## src/rtl/core/tmse_pkg.sv

```systemverilog
package tmse_pkg;

    // field widths of the item and result channels
    localparam int STATE_W    = 4;
    localparam int SYM_W      = 8;
    localparam int ACT_W      = 3;
    localparam int CELL_IDX_W = 10;
    localparam int STATUS_W   = 3;
    localparam int HEAD_W     = 10;
    localparam int LEN_W      = 11;

    // configuration port
    localparam int CFG_IDX_W  = 2;
    localparam int CFG_DATA_W = 4;

    localparam logic [CFG_IDX_W-1:0] CFG_START  = 2'd0;
    localparam logic [CFG_IDX_W-1:0] CFG_ACCEPT = 2'd1;
    localparam logic [CFG_IDX_W-1:0] CFG_REJECT = 2'd2;

    localparam logic [STATE_W-1:0] START_RESET  = 4'd0;
    localparam logic [STATE_W-1:0] ACCEPT_RESET = 4'd1;
    localparam logic [STATE_W-1:0] REJECT_RESET = 4'd2;

    // action codes
    localparam logic [ACT_W-1:0] ACT_LOAD   = 3'd0;
    localparam logic [ACT_W-1:0] ACT_CLEAR  = 3'd1;
    localparam logic [ACT_W-1:0] ACT_APPEND = 3'd2;
    localparam logic [ACT_W-1:0] ACT_STEP   = 3'd3;
    localparam logic [ACT_W-1:0] ACT_READ   = 3'd4;

    // result status codes
    localparam logic [STATUS_W-1:0] ST_DONE   = 3'd0;
    localparam logic [STATUS_W-1:0] ST_ACCEPT = 3'd1;
    localparam logic [STATUS_W-1:0] ST_REJECT = 3'd2;
    localparam logic [STATUS_W-1:0] ST_NORULE = 3'd3;
    localparam logic [STATUS_W-1:0] ST_FULL   = 3'd4;
    localparam logic [STATUS_W-1:0] ST_RUN    = 3'd5;

    // blank tape symbol, underscore
    localparam logic [SYM_W-1:0] BLANK_SYM = 8'h5F;

    // states reachable through a 4 bit state code
    localparam int RULE_MAX_STATES = 1 << STATE_W;

    localparam int NUM_STATES_DEF = 16;
    localparam int TAPE_CELLS_DEF = 1024;

    typedef struct packed {
        logic [ACT_W-1:0]      action;
        logic [STATE_W-1:0]    state_id;
        logic [SYM_W-1:0]      symbol;
        logic [STATE_W-1:0]    nxt_state;
        logic [SYM_W-1:0]      wr_sym;
        logic                  move_right;
        logic [CELL_IDX_W-1:0] cell_index;
    } t_in_item;

    typedef struct packed {
        logic [STATUS_W-1:0] status;
        logic [STATE_W-1:0]  machine_state;
        logic [HEAD_W-1:0]   head_position;
        logic [SYM_W-1:0]    cell_data;
        logic [LEN_W-1:0]    tape_length;
    } t_out_item;

    // controller to datapath
    typedef struct packed {
        logic sweep;
        logic in_load;
        logic dispatch;
        logic sym_rd;
        logic rule_rd;
        logic exec;
        logic grow;
        logic tape_rd;
        logic out_load;
    } t_cmd;

    // datapath to controller
    typedef struct packed {
        logic sweep_last;
        logic step_go;
        logic state_ok;
        logic need_grow;
    } t_stat;

endpackage

```

## src/rtl/core/tmse_ctrl.sv

```systemverilog
module tmse_ctrl (
    input  logic           i_clk,
    input  logic           i_rst_n,
    input  logic           i_in_valid,
    output logic           o_in_ready,
    output logic           o_out_valid,
    input  logic           i_out_ready,
    input  tmse_pkg::t_stat i_stat,
    output tmse_pkg::t_cmd  o_cmd
);
    import tmse_pkg::*;

    typedef enum logic [3:0] {
        S_INIT,
        S_IDLE,
        S_DISPATCH,
        S_SYM_RD,
        S_RULE_RD,
        S_EXEC,
        S_GROW,
        S_TAPE_RD,
        S_FINISH
    } t_state;

    t_state r_state, n_state;
    logic   r_out_valid;

    assign o_in_ready  = (r_state == S_IDLE);
    assign o_out_valid = r_out_valid;

    // command decode and next state
    always_comb begin
        o_cmd   = '0;
        n_state = r_state;
        case (r_state)
            S_INIT: begin
                o_cmd.sweep = 1'b1;
                if (i_stat.sweep_last) begin
                    n_state = S_IDLE;
                end
            end
            S_IDLE: begin
                if (i_in_valid) begin
                    o_cmd.in_load = 1'b1;
                    n_state       = S_DISPATCH;
                end
            end
            S_DISPATCH: begin
                o_cmd.dispatch = 1'b1;
                n_state = i_stat.step_go ? S_SYM_RD : S_TAPE_RD;
            end
            S_SYM_RD: begin
                o_cmd.sym_rd = 1'b1;
                n_state      = S_RULE_RD;
            end
            S_RULE_RD: begin
                o_cmd.rule_rd = 1'b1;
                n_state = i_stat.state_ok ? S_EXEC : S_TAPE_RD;
            end
            S_EXEC: begin
                o_cmd.exec = 1'b1;
                n_state = i_stat.need_grow ? S_GROW : S_TAPE_RD;
            end
            S_GROW: begin
                o_cmd.grow = 1'b1;
                n_state    = S_TAPE_RD;
            end
            S_TAPE_RD: begin
                o_cmd.tape_rd = 1'b1;
                n_state       = S_FINISH;
            end
            S_FINISH: begin
                if (!r_out_valid || i_out_ready) begin
                    o_cmd.out_load = 1'b1;
                    n_state        = S_IDLE;
                end
            end
            default: begin
                n_state = S_IDLE;
            end
        endcase
    end

    // state and result valid
    always_ff @(posedge i_clk) begin
        if (!i_rst_n) begin
            r_state     <= S_INIT;
            r_out_valid <= 1'b0;
        end else begin
            r_state <= n_state;
            if (o_cmd.out_load) begin
                r_out_valid <= 1'b1;
            end else if (i_out_ready) begin
                r_out_valid <= 1'b0;
            end
        end
    end

    // an accepted item is decoded in the following cycle
    a_accept_dispatch: assert property (@(posedge i_clk) disable iff (!i_rst_n)
        (i_in_valid && o_in_ready) |=> (r_state == S_DISPATCH))
        else $error("accepted item not dispatched");

    // tape growth only follows a rule execution
    a_grow_after_exec: assert property (@(posedge i_clk) disable iff (!i_rst_n)
        (r_state == S_GROW) |-> ($past(r_state) == S_EXEC))
        else $error("growth without executed rule");

    // a loaded result is shown and the engine is free again
    a_load_shows: assert property (@(posedge i_clk) disable iff (!i_rst_n)
        o_cmd.out_load |=> (r_out_valid && (r_state == S_IDLE)))
        else $error("result load lost");

endmodule

```

## config.mk

```make
export PLATFORM = sky130hd
export DESIGN_NAME = tmse_ctrl
export DESIGN_NICKNAME = d
export VERILOG_FILES = /design/src/rtl/core/tmse_pkg.sv /design/src/rtl/core/tmse_ctrl.sv
export SDC_FILE = /design/constraint.sdc
export NUM_CORES = 1
export LEC_CHECK = 0
export ABC_AREA = 1
export BUFFER_PORTS_ARGS = -buffer_cell sky130_fd_sc_hd__buf_2
export CORE_AREA = 2 2 39 41
export CTS_CLUSTER_DIAMETER = 50
export DETAILED_ROUTE_END_ITERATION = 16
export DIE_AREA = 0 0 41 43
export GPL_TIMING_DRIVEN = 0
export PLACE_DENSITY = 0.55
export SYNTH_ARGS = -nofsm -noshare
export SYNTH_HDL_FRONTEND = slang
export SYNTH_SLANG_ARGS = --single-unit
```

## constraint.sdc

```tcl
create_clock -name i_clk -period 1.3 [get_ports i_clk]
set_input_delay 0.39 -clock i_clk [delete_from_list [all_inputs] [get_ports i_clk]]
set_output_delay 0.39 -clock i_clk [all_outputs]
set_load 0.03 [all_outputs]
```

==> results of run 1 <==
## path summary, 6_finish.rpt
check / start / endpoint / slack, ns / cells after the start
max: r_state[3]$_SDFFE_PN0P_ / o_cmd[7] / -0.22 / 4
min reg2reg: o_out_valid$_SDFFE_PN0P_ / o_out_valid$_SDFFE_PN0P_ / 0.61 / 4
min: i_rst_n / r_state[0]$_SDFFE_PN0P_ / 0.41 / 3
max reg2reg: r_state[3]$_SDFFE_PN0P_ / r_state[1]$_SDFFE_PN0P_ / 0.09 / 9
## kinds of logic (layout without fill, tap and decap cells)
family | Yosys count | after routing | share of synthesized area [%]
buf+inv | 11 | 40 | 11.5
compound gates | 2 | 2 | 2.78
simple gates | 43 | 43 | 58.0
flops | 5 | 5 | 27.8
## tightest hold or removal path, delay by kind of cell
family,cells,cell delay [ns]
buffers and inverters,1,0.10
AND/OR/NAND/NOR,2,0.11
## cell type report
| type | instances | area [um2] |
|---|---|---|
| sequential | 5 | 115 |
| timing repair buffer | 25 | 198 |
| clock inverter | 1 | 5.00 |
| fill | 146 | 696 |
| multi-input combinational | 45 | 284 |
| tap | 16 | 20.0 |
| inverter | 11 | 43.8 |
| clock buffer | 3 | 22.5 |
## cell usage in the layout, fill, tap and decap left out, drive strengths merged
cell    Yosys  final
nand3       4      4
buf         0     25
nand2      13     13
nor3        4      4
a21oi       2      2
dfxtp       5      5
nor2       21     21
clkinv      0      1
clkbuf      0      3
inv        11     11
nand3b      1      1
## sequential cells by signal, indices dropped and copies added (netlist names)
register and count:
o_out_valid 1, r_state 4
## repair_timing
item	4_1_cts	5_1_grt
pin swaps	5	3
hold buffers	0	0
setup buffers	7	0
resized for setup	34	5
endpoints found under the setup margin	10	12
hold endpoints to repair	0	0
## power groups by stage
stage	sequential (uW)	clock, uW	combinational [uW]
floorplan	196	0	223
global placement	201	0	288
detailed placement	201	0	287
CTS	209	196	376
global route	213	202	421
finish	211	187	386
## per-stage QoR
step / util (%) / hold slack, ns / setup slack (ns) / area (um2)
finish: 49.7 / 0.411 / -0.217 / 688
detailed placement: 35.8 / 0.596 / -0.159 / 495
global placement: 35.8 / 0.591 / -0.131 / 495
floorplan: - / 0.536 / -0.0763 / 385
global route: 49.7 / 0.414 / -0.267 / 688
CTS: 48.5 / 0.404 / -0.232 / 671
## routing by layer
metal | up-vias | global-route usage (%) | routed length [um]
met4 | 0 | 12.0 | 14
met2 | 12 | 23.8 | 564
met5 | - | 0 | 0
li1 | 245 | - | -
met1 | 184 | 16.6 | 416
met3 | 2 | 1.57 | 52
==> results_dict.tcl, run 1 <==
set metrics [dict create \
    crit_buf_inv 2 \
    ctsHtreeMaxLevel 1 \
    drt_iter0_drc 3 \
    p_sw_uw 334 \
    p_seq_share_pct 26.9 \
    yosysMostFrequentCell "nor2_1" \
    area_delta_synth_final_pct 91.0 \
    n_antenna_cell 0 \
    finalWorstSetupSlack_ns -0.217 \
    power_uw 784 \
    place_hpwl_um 720 \
    leakage_uw 0.000332 \
    rsz0062_at_grt "yes" \
    synth.distinct_cells 13 \
    syn_avg_cell_area_um2 5.91 \
    crit_slowest_cell "dfxtp_4" \
    slew_viol_final 0 \
    fin_skew_ns 0.0109 \
    yosysTopAreaCell "dfxtp_1" \
    grt_pass1_vias 420 \
    antenna_found_initial 0 \
    cts.path.max_buffers 2 \
    clock_sink_count 5 \
    dp_cells 95 \
    coreArea_um2 1380 \
    wl_per_cell_um 9.89 \
    die_y_um 43 \
    drc 0 \
    syn_area_um2 360 \
    cp_top_family "flip-flops" \
    grt_pass1_wl_mm 1.72 \
    combPwrFrac_pct 49.2 \
    initial_core_util_pct 26.0 \
    wirelength_mm 1.05 \
    hold_class "input pin to flop" \
    startpoint_type "flop" \
    drv_cap 0 \
    synth.top_cells.by_count "nor2_1, nand2_1, inv_1" \
    outcome "finished, violations left" \
    critPathMaxFanout 5 \
    rows 14 \
    cts.clk_slew.worst_paths_ns 0.06 \
    routabilityCongestion 0.729 \
    slew_headroom_pct 86.6 \
    via_per_inst 4.18 \
    required_ns 0.91 \
    tightest_slew_ns 0.201 \
    cts-root-buf "clkbuf_4" \
    fmax_mhz 659 \
    syn_nets 69 \
    tritoncts "yes" \
    ant_nets 0 \
    dr.pass1.iters 4 \
    portBuffers 18 \
    drive_gt1_share_pct 63.3 \
    overflow 0 \
    fin_cells 106 \
    worstPathCellList "nor2_4 -> inv_4 -> nor3_2 -> buf_4" \
    fin_nets 99 \
    max_stage_delay_ns 0.36 \
    synth_seq_cells 5 \
    fp.dieArea_um2 1760 \
    num_vias 443 \
    setup_tns_ns -1.75 \
    grt_use_total_pct 14.9 \
    io_pins 19 \
    synth-main-ff-cell "dfxtp_1" \
    cp.arrival_ns 1.13 \
    ys_seq_area_share_pct 27.8 \
    synth_warnings 0 \
    finalSetupViolations 10 \
    period_minus_slack_ns 1.52 \
    synth_edf_count 0 \
    worst_setup_path_end_kind "output port" \
    cts_inserted_buffers 3 \
    swShare_pct 42.6 \
    failed_checks "setup timing" \
    synthTopCellsByArea "dfxtp_1, nor2_1, nand2_1, inv_1, nor2_2" \
    internal_power_uw 450 \
    synthCells 61 \
    grt_max_degree 8 \
    fp.dieW_um 41 \
    power_density_nw_per_um2 1140 \
    clkPwrFrac_pct 23.9 \
    async_reset_ff_share_pct 0 \
    post-route-period-util_pct 117 \
    path_class "flop to output port" \
    netlist.area_leader.share_pct 27.8 \
    clkLatencyLatePin_ns 0.25 \
    irDropWorstVdd_uv 468 \
    hold_viol 0 \
]
Note: power is estimated with default switching activity, not from simulation.
==> run 2, diff against run 1 <==
clock period = 1.7 ns   (was 1.3 ns; I/O delays follow)
==> run 2 against run 1 <==
  * The run now ends clean
  * Die area unchanged
  * Clock power fell by 23%
  * Power shrank 30%
  * Count of clock-buffer cells in the layout increased by 1
  * Largest cell class unchanged
  * Largest power group unchanged
  * Highest routed layer unchanged
==> results_dict.tcl, run 2 (synthesis gave the netlist of run 1 again) <==
set metrics [dict create \
    clock_sink_count 5 \
    wl_per_cell_um 9.68 \
    hold_viol 0 \
    grtUsageMet2_pct 15.3 \
    slew_viol_final 0 \
    hold-path-cell-count 3 \
    startpoint_type "flop" \
    cts_hold_buffers 0 \
    portBuffers 18 \
    period_minus_slack_ns 1.66 \
    critPathMaxFanout 7 \
    final_common_cell "nor2_1" \
    finalInstanceArea_um2 578 \
    path_class "flop to output port" \
    fp.dieArea_um2 1760 \
    use_met1_pct 16.3 \
    grt_pass1_vias 352 \
    n_antenna_cell 0 \
    ant_nets 0 \
    ctsHtreeMaxLevel 1 \
    required_ns 1.19 \
    rrSetupSlack_ns 0.59 \
    overflow 0 \
    r2r_end "r_state[1]$_SDFFE_PN0P_" \
    initial_core_util_pct 26.0 \
    slew_headroom_pct 78.4 \
    fin_skew_ns 0.000521 \
    io_pins 19 \
    fin_util_pct 41.8 \
    post-route-period-util_pct 97.4 \
    area_delta_synth_final_pct 60.4 \
    largest_reg_flops 4 \
    whs_endpoint "r_state[0]$_SDFFE_PN0P_" \
    r2r_cells 7 \
    grt_max_degree 8 \
    power_uw 551 \
    coreArea_um2 1380 \
    fin_nets 94 \
    routabilityCongestion 0.662 \
    timing.rr.start "o_out_valid$_SDFFE_PN0P_" \
    grt_use_total_pct 12.4 \
    drv_cap 0 \
    outcome "completed" \
    drt_iter0_drc 6 \
    cp.arrival_ns 1.15 \
    rsz0062_at_grt "yes" \
    drc 0 \
    fmax_mhz 604 \
    tightest_slew_ns 0.323 \
    min_from "i_rst_n" \
    num_vias 442 \
    fill_cells 170 \
    place_area_um2 475 \
    setup_tns_ns 0 \
    worst_setup_path_end_kind "output port" \
    tritoncts "yes" \
    top_register "r_state" \
    antenna_found_initial 0 \
    cts.path.max_buffers 2 \
    place_ws_ns 0.123 \
    rows 14 \
    mostFrequentLayoutCells "nor2_1, nand2_1, buf_2" \
    dr.pass1.iters 4 \
    power_density_nw_per_um2 953 \
    leakage_uw 0.000292 \
    finalWorstSetupSlack_ns 0.0442 \
    cts-root-buf "clkbuf_4" \
    clkLatencyLatePin_ns 0.25 \
    cts_inserted_buffers 3 \
    wirelength_um 978 \
    die_y_um 43 \
    busiest_layer "met1" \
    met3_usage_pct 3.14 \
    drive_gt1_share_pct 52.9 \
    place_hpwl_um 712 \
    hold_class "input pin to flop" \
    via_per_inst 4.38 \
    fp.dieW_um 41 \
    cts.clk_slew.worst_paths_ns 0.05 \
    grt_pass1_wl_mm 1.39 \
    finalSetupViolations 0 \
    irDropWorstVdd_uv 405 \
]
[run 2: cell count changes in the layout (fill, tap and decap cells not counted), sizes merged]
| cell | change |
|---|---|
| buf | -8 |
| clkbuf | +4 |
| clkinv | -1 |
[run 2: report_power, final]
group | internal [uW] | switching (uW) | leakage [uW]
Clock | 89.2 | 55.2 | 0.0000150
Sequential | 132 | 28.8 | 0.0000430
Combinational | 93.1 | 153 | 0.000234
Total | 314 | 237 | 0.000292
[run 2: per-stage QoR]
| stage | instances | hold slack (ns) |
|---|---|---|
| 2_1_floorplan | 61 | 0.601 |
| 3_3_place_gp | 95 | 0.595 |
| 3_5_place_dp | 95 | 0.600 |
| 4_1_cts | 99 | 0.523 |
| 5_1_grt | 101 | 0.527 |
| 6_report | 101 | 0.517 |
[run 2: critical path, cell delays in order, from the launching register on]
cell and delay [ns]:
dfxtp_2 0.42, nand2_1 0.12, nor2_2 0.15, clkbuf_4 0.20
[run 2: timing repair]
item,CTS,global route
setup buffers,0,2
pin swaps,0,4
endpoints found under the setup margin,7,7
resized for setup,9,16
endpoints found under the hold margin,0,0
[run 2: worst max-delay path by stage]
stage	startpoint	cells after the start	slack [ns]	end
floorplan	r_state[2]$_SDFFE_PN0P_	2	0.04	o_cmd[4]
global route	r_state[0]$_SDFFE_PN0P_	4	-0.01	o_cmd[0]
detailed placement	i_out_ready	4	0.12	o_cmd[0]
global placement	i_out_ready	4	0.13	o_cmd[0]
finish	r_state[1]$_SDFFE_PN0P_	3	0.04	o_cmd[1]
CTS	r_state[2]$_SDFFE_PN0P_	4	0.02	o_cmd[5]
[run 2: cell type report]
class / instances / area [um2] / area share (%)
clock buffers: 4 / 26.3 / 4.55
repair buffers: 20 / 129 / 22.3
multi-input cells: 45 / 251 / 43.5
well taps: 16 / 20.0 / 3.46
flip-flops and latches: 5 / 110 / 19.0
inverters: 11 / 41.3 / 7.14
[run 2: metal layers]
layer / vias to the layer above / routed length, um
met3: 5 / 80
met2: 18 / 446
met1: 186 / 417
li1: 233 / -
met5: - / 0
met4: 0 / 34
==> run 3, diff against run 2 <==
REMOVE_ABC_BUFFERS = 1   (was not set)
SETUP_SLACK_MARGIN = 0.2   (was not set)
==> run 3 against run 2 <==
  * Sequential share of layout area fell by 2.3 points
  * Clock power shrank 5%
  * First-iteration DRC count is 50% lower
  * Maximum frequency grew 3.3%
  * Count of clock-buffer cells in the layout unchanged
  * Critical path depth is 1 higher
  * Setup slack gained 0.052 ns
  * Global-route usage increased by 1.1 points
  * Via count increased by 3.4%
  * Non-clock buffer count up 5
  * Critical path type unchanged
  * Largest power group unchanged
==> results_dict.tcl, run 3 (synthesis gave the netlist of run 1 again) <==
set metrics [dict create \
    fin_skew_ns 0.00101 \
    cts.clk_slew.worst_paths_ns 0.05 \
    ant_nets 0 \
    cp.arrival_ns 1.09 \
    grt_pass1_vias 422 \
    portBuffers 18 \
    hold_class "input pin to flop" \
    cts-root-buf "clkbuf_4" \
    tritoncts "yes" \
    final_common_cell "nor2_1" \
    dr.pass1.iters 4 \
    place_hpwl_um 711 \
    finalSetupViolations 0 \
    overflow 0 \
    grt_pass1_wl_mm 1.64 \
    area_delta_synth_final_pct 86.1 \
    fin_util_pct 48.5 \
    via_per_inst 4.31 \
    critPathMaxFanout 5 \
    largest_reg_flops 4 \
    whs_endpoint "r_state[0]$_SDFFE_PN0P_" \
    grt_use_total_pct 13.6 \
    required_ns 1.19 \
    initial_core_util_pct 26.0 \
    hold_viol 0 \
    rrSetupSlack_ns 0.46 \
    startpoint_type "flop" \
    finalInstanceArea_um2 671 \
    fin_nets 99 \
    finalWorstSetupSlack_ns 0.0964 \
    clkLatencyLatePin_ns 0.24 \
    min_from "i_rst_n" \
    num_vias 457 \
    r2r_cells 9 \
    fp.dieW_um 41 \
    routabilityCongestion 0.721 \
    fp.dieArea_um2 1760 \
    multi_input_area_um2 274 \
    drive_gt1_share_pct 57.8 \
    power_density_nw_per_um2 917 \
    power_uw 615 \
    timing.rr.start "r_state[1]$_SDFFE_PN0P_" \
    wl_per_cell_um 9.73 \
    slew_viol_final 0 \
    path_class "flop to output port" \
    leakage_uw 0.000330 \
    clock_sink_count 5 \
    antenna_found_initial 0 \
    worst_setup_path_end_kind "output port" \
    wirelength_mm 1.03 \
    place_ws_ns 0.108 \
    drc 0 \
    r2r_end "r_state[1]$_SDFFE_PN0P_" \
    drt_iter0_drc 3 \
    hold-path-cell-count 3 \
    coreArea_um2 1380 \
    fill_cells 141 \
    cts_inserted_buffers 3 \
    io_pins 19 \
    mostFrequentLayoutCells "nor2_1, nand2_1, buf_4" \
    grt_max_degree 8 \
    tightest_slew_ns 0.259 \
    top_register "r_state" \
    irDropWorstVdd_uv 420 \
    slew_headroom_pct 82.7 \
    cts.path.max_buffers 2 \
    post-route-period-util_pct 94.3 \
    period_minus_slack_ns 1.60 \
    fmax_mhz 624 \
    place_area_um2 470 \
    rsz0062_at_grt "yes" \
    n_antenna_cell 0 \
    outcome "completed" \
    cts_hold_buffers 0 \
    ff_latch_area_um2 113 \
    ctsHtreeMaxLevel 1 \
    drv_cap 0 \
    die_y_um 43 \
    rows 14 \
]
==> run 3: cell types whose count changed in the layout (fill, tap and decap cells not counted), sizes merged <==
cell / delta
buf: +8
clkbuf: -3
==> run 3: timing repair <==
| item | in CTS | in global routing |
|---|---|---|
| pin swaps | 6 | 3 |
| setup buffers | 5 | 2 |
| setup endpoints to repair | 10 | 10 |
| endpoints found under the hold margin | 0 | 0 |
| resized for setup | 39 | 2 |
| cloned | 0 | 0 |
==> run 3: worst max-delay path, stage by stage (launching register included) <==
cell and delay, ns:
dfxtp_4 0.35, nor2_4 0.15, inv_4 0.08, nor3_2 0.10, buf_4 0.18
==> run 3: layer usage <==
| metal | wire [um] | track usage (%) |
|---|---|---|
| met2 | 586 | 25.6 |
| met1 | 400 | 13.2 |
| met4 | 0 | 4.00 |
| met5 | 0 | 0 |
| met3 | 44 | 3.14 |
==> run 3: how the worst max path moves through the flow <==
stage                                        from  endpoint  slack (ns)  cells after the start
after floorplan                        i_in_valid  o_cmd[7]       -0.05                      2
after global placement                i_out_ready  o_cmd[0]        0.12                      4
after detailed placement              i_out_ready  o_cmd[0]        0.11                      4
after CTS                 r_state[3]$_SDFFE_PN0P_  o_cmd[0]        0.05                      5
after global routing      r_state[3]$_SDFFE_PN0P_  o_cmd[0]        0.04                      5
final                     r_state[3]$_SDFFE_PN0P_  o_cmd[7]         0.1                      4
==> run 3: final cells by class <==
type,instances,area share (%)
inverters,11,6.53
repair buffers,25,28.9
clock buffers,4,3.92
well taps,16,2.99
flip-flops and latches,5,16.8
multi-input cells,45,40.9
==> run 3: power by group <==
group | switching, uW | internal (uW) | total [uW]
registers | 29.7 | 132 | 162
clock network | 48.4 | 88.7 | 137
logic | 175 | 141 | 316
==> run 3: stage by stage <==
stage	setup TNS [ns]	hold WS, ns	cells
final	0	0.524	106
after global routing	0	0.520	106
after CTS	0	0.518	104
after detailed placement	0	0.599	95
after global placement	0	0.588	95
after floorplan	-0.0533	0.601	61
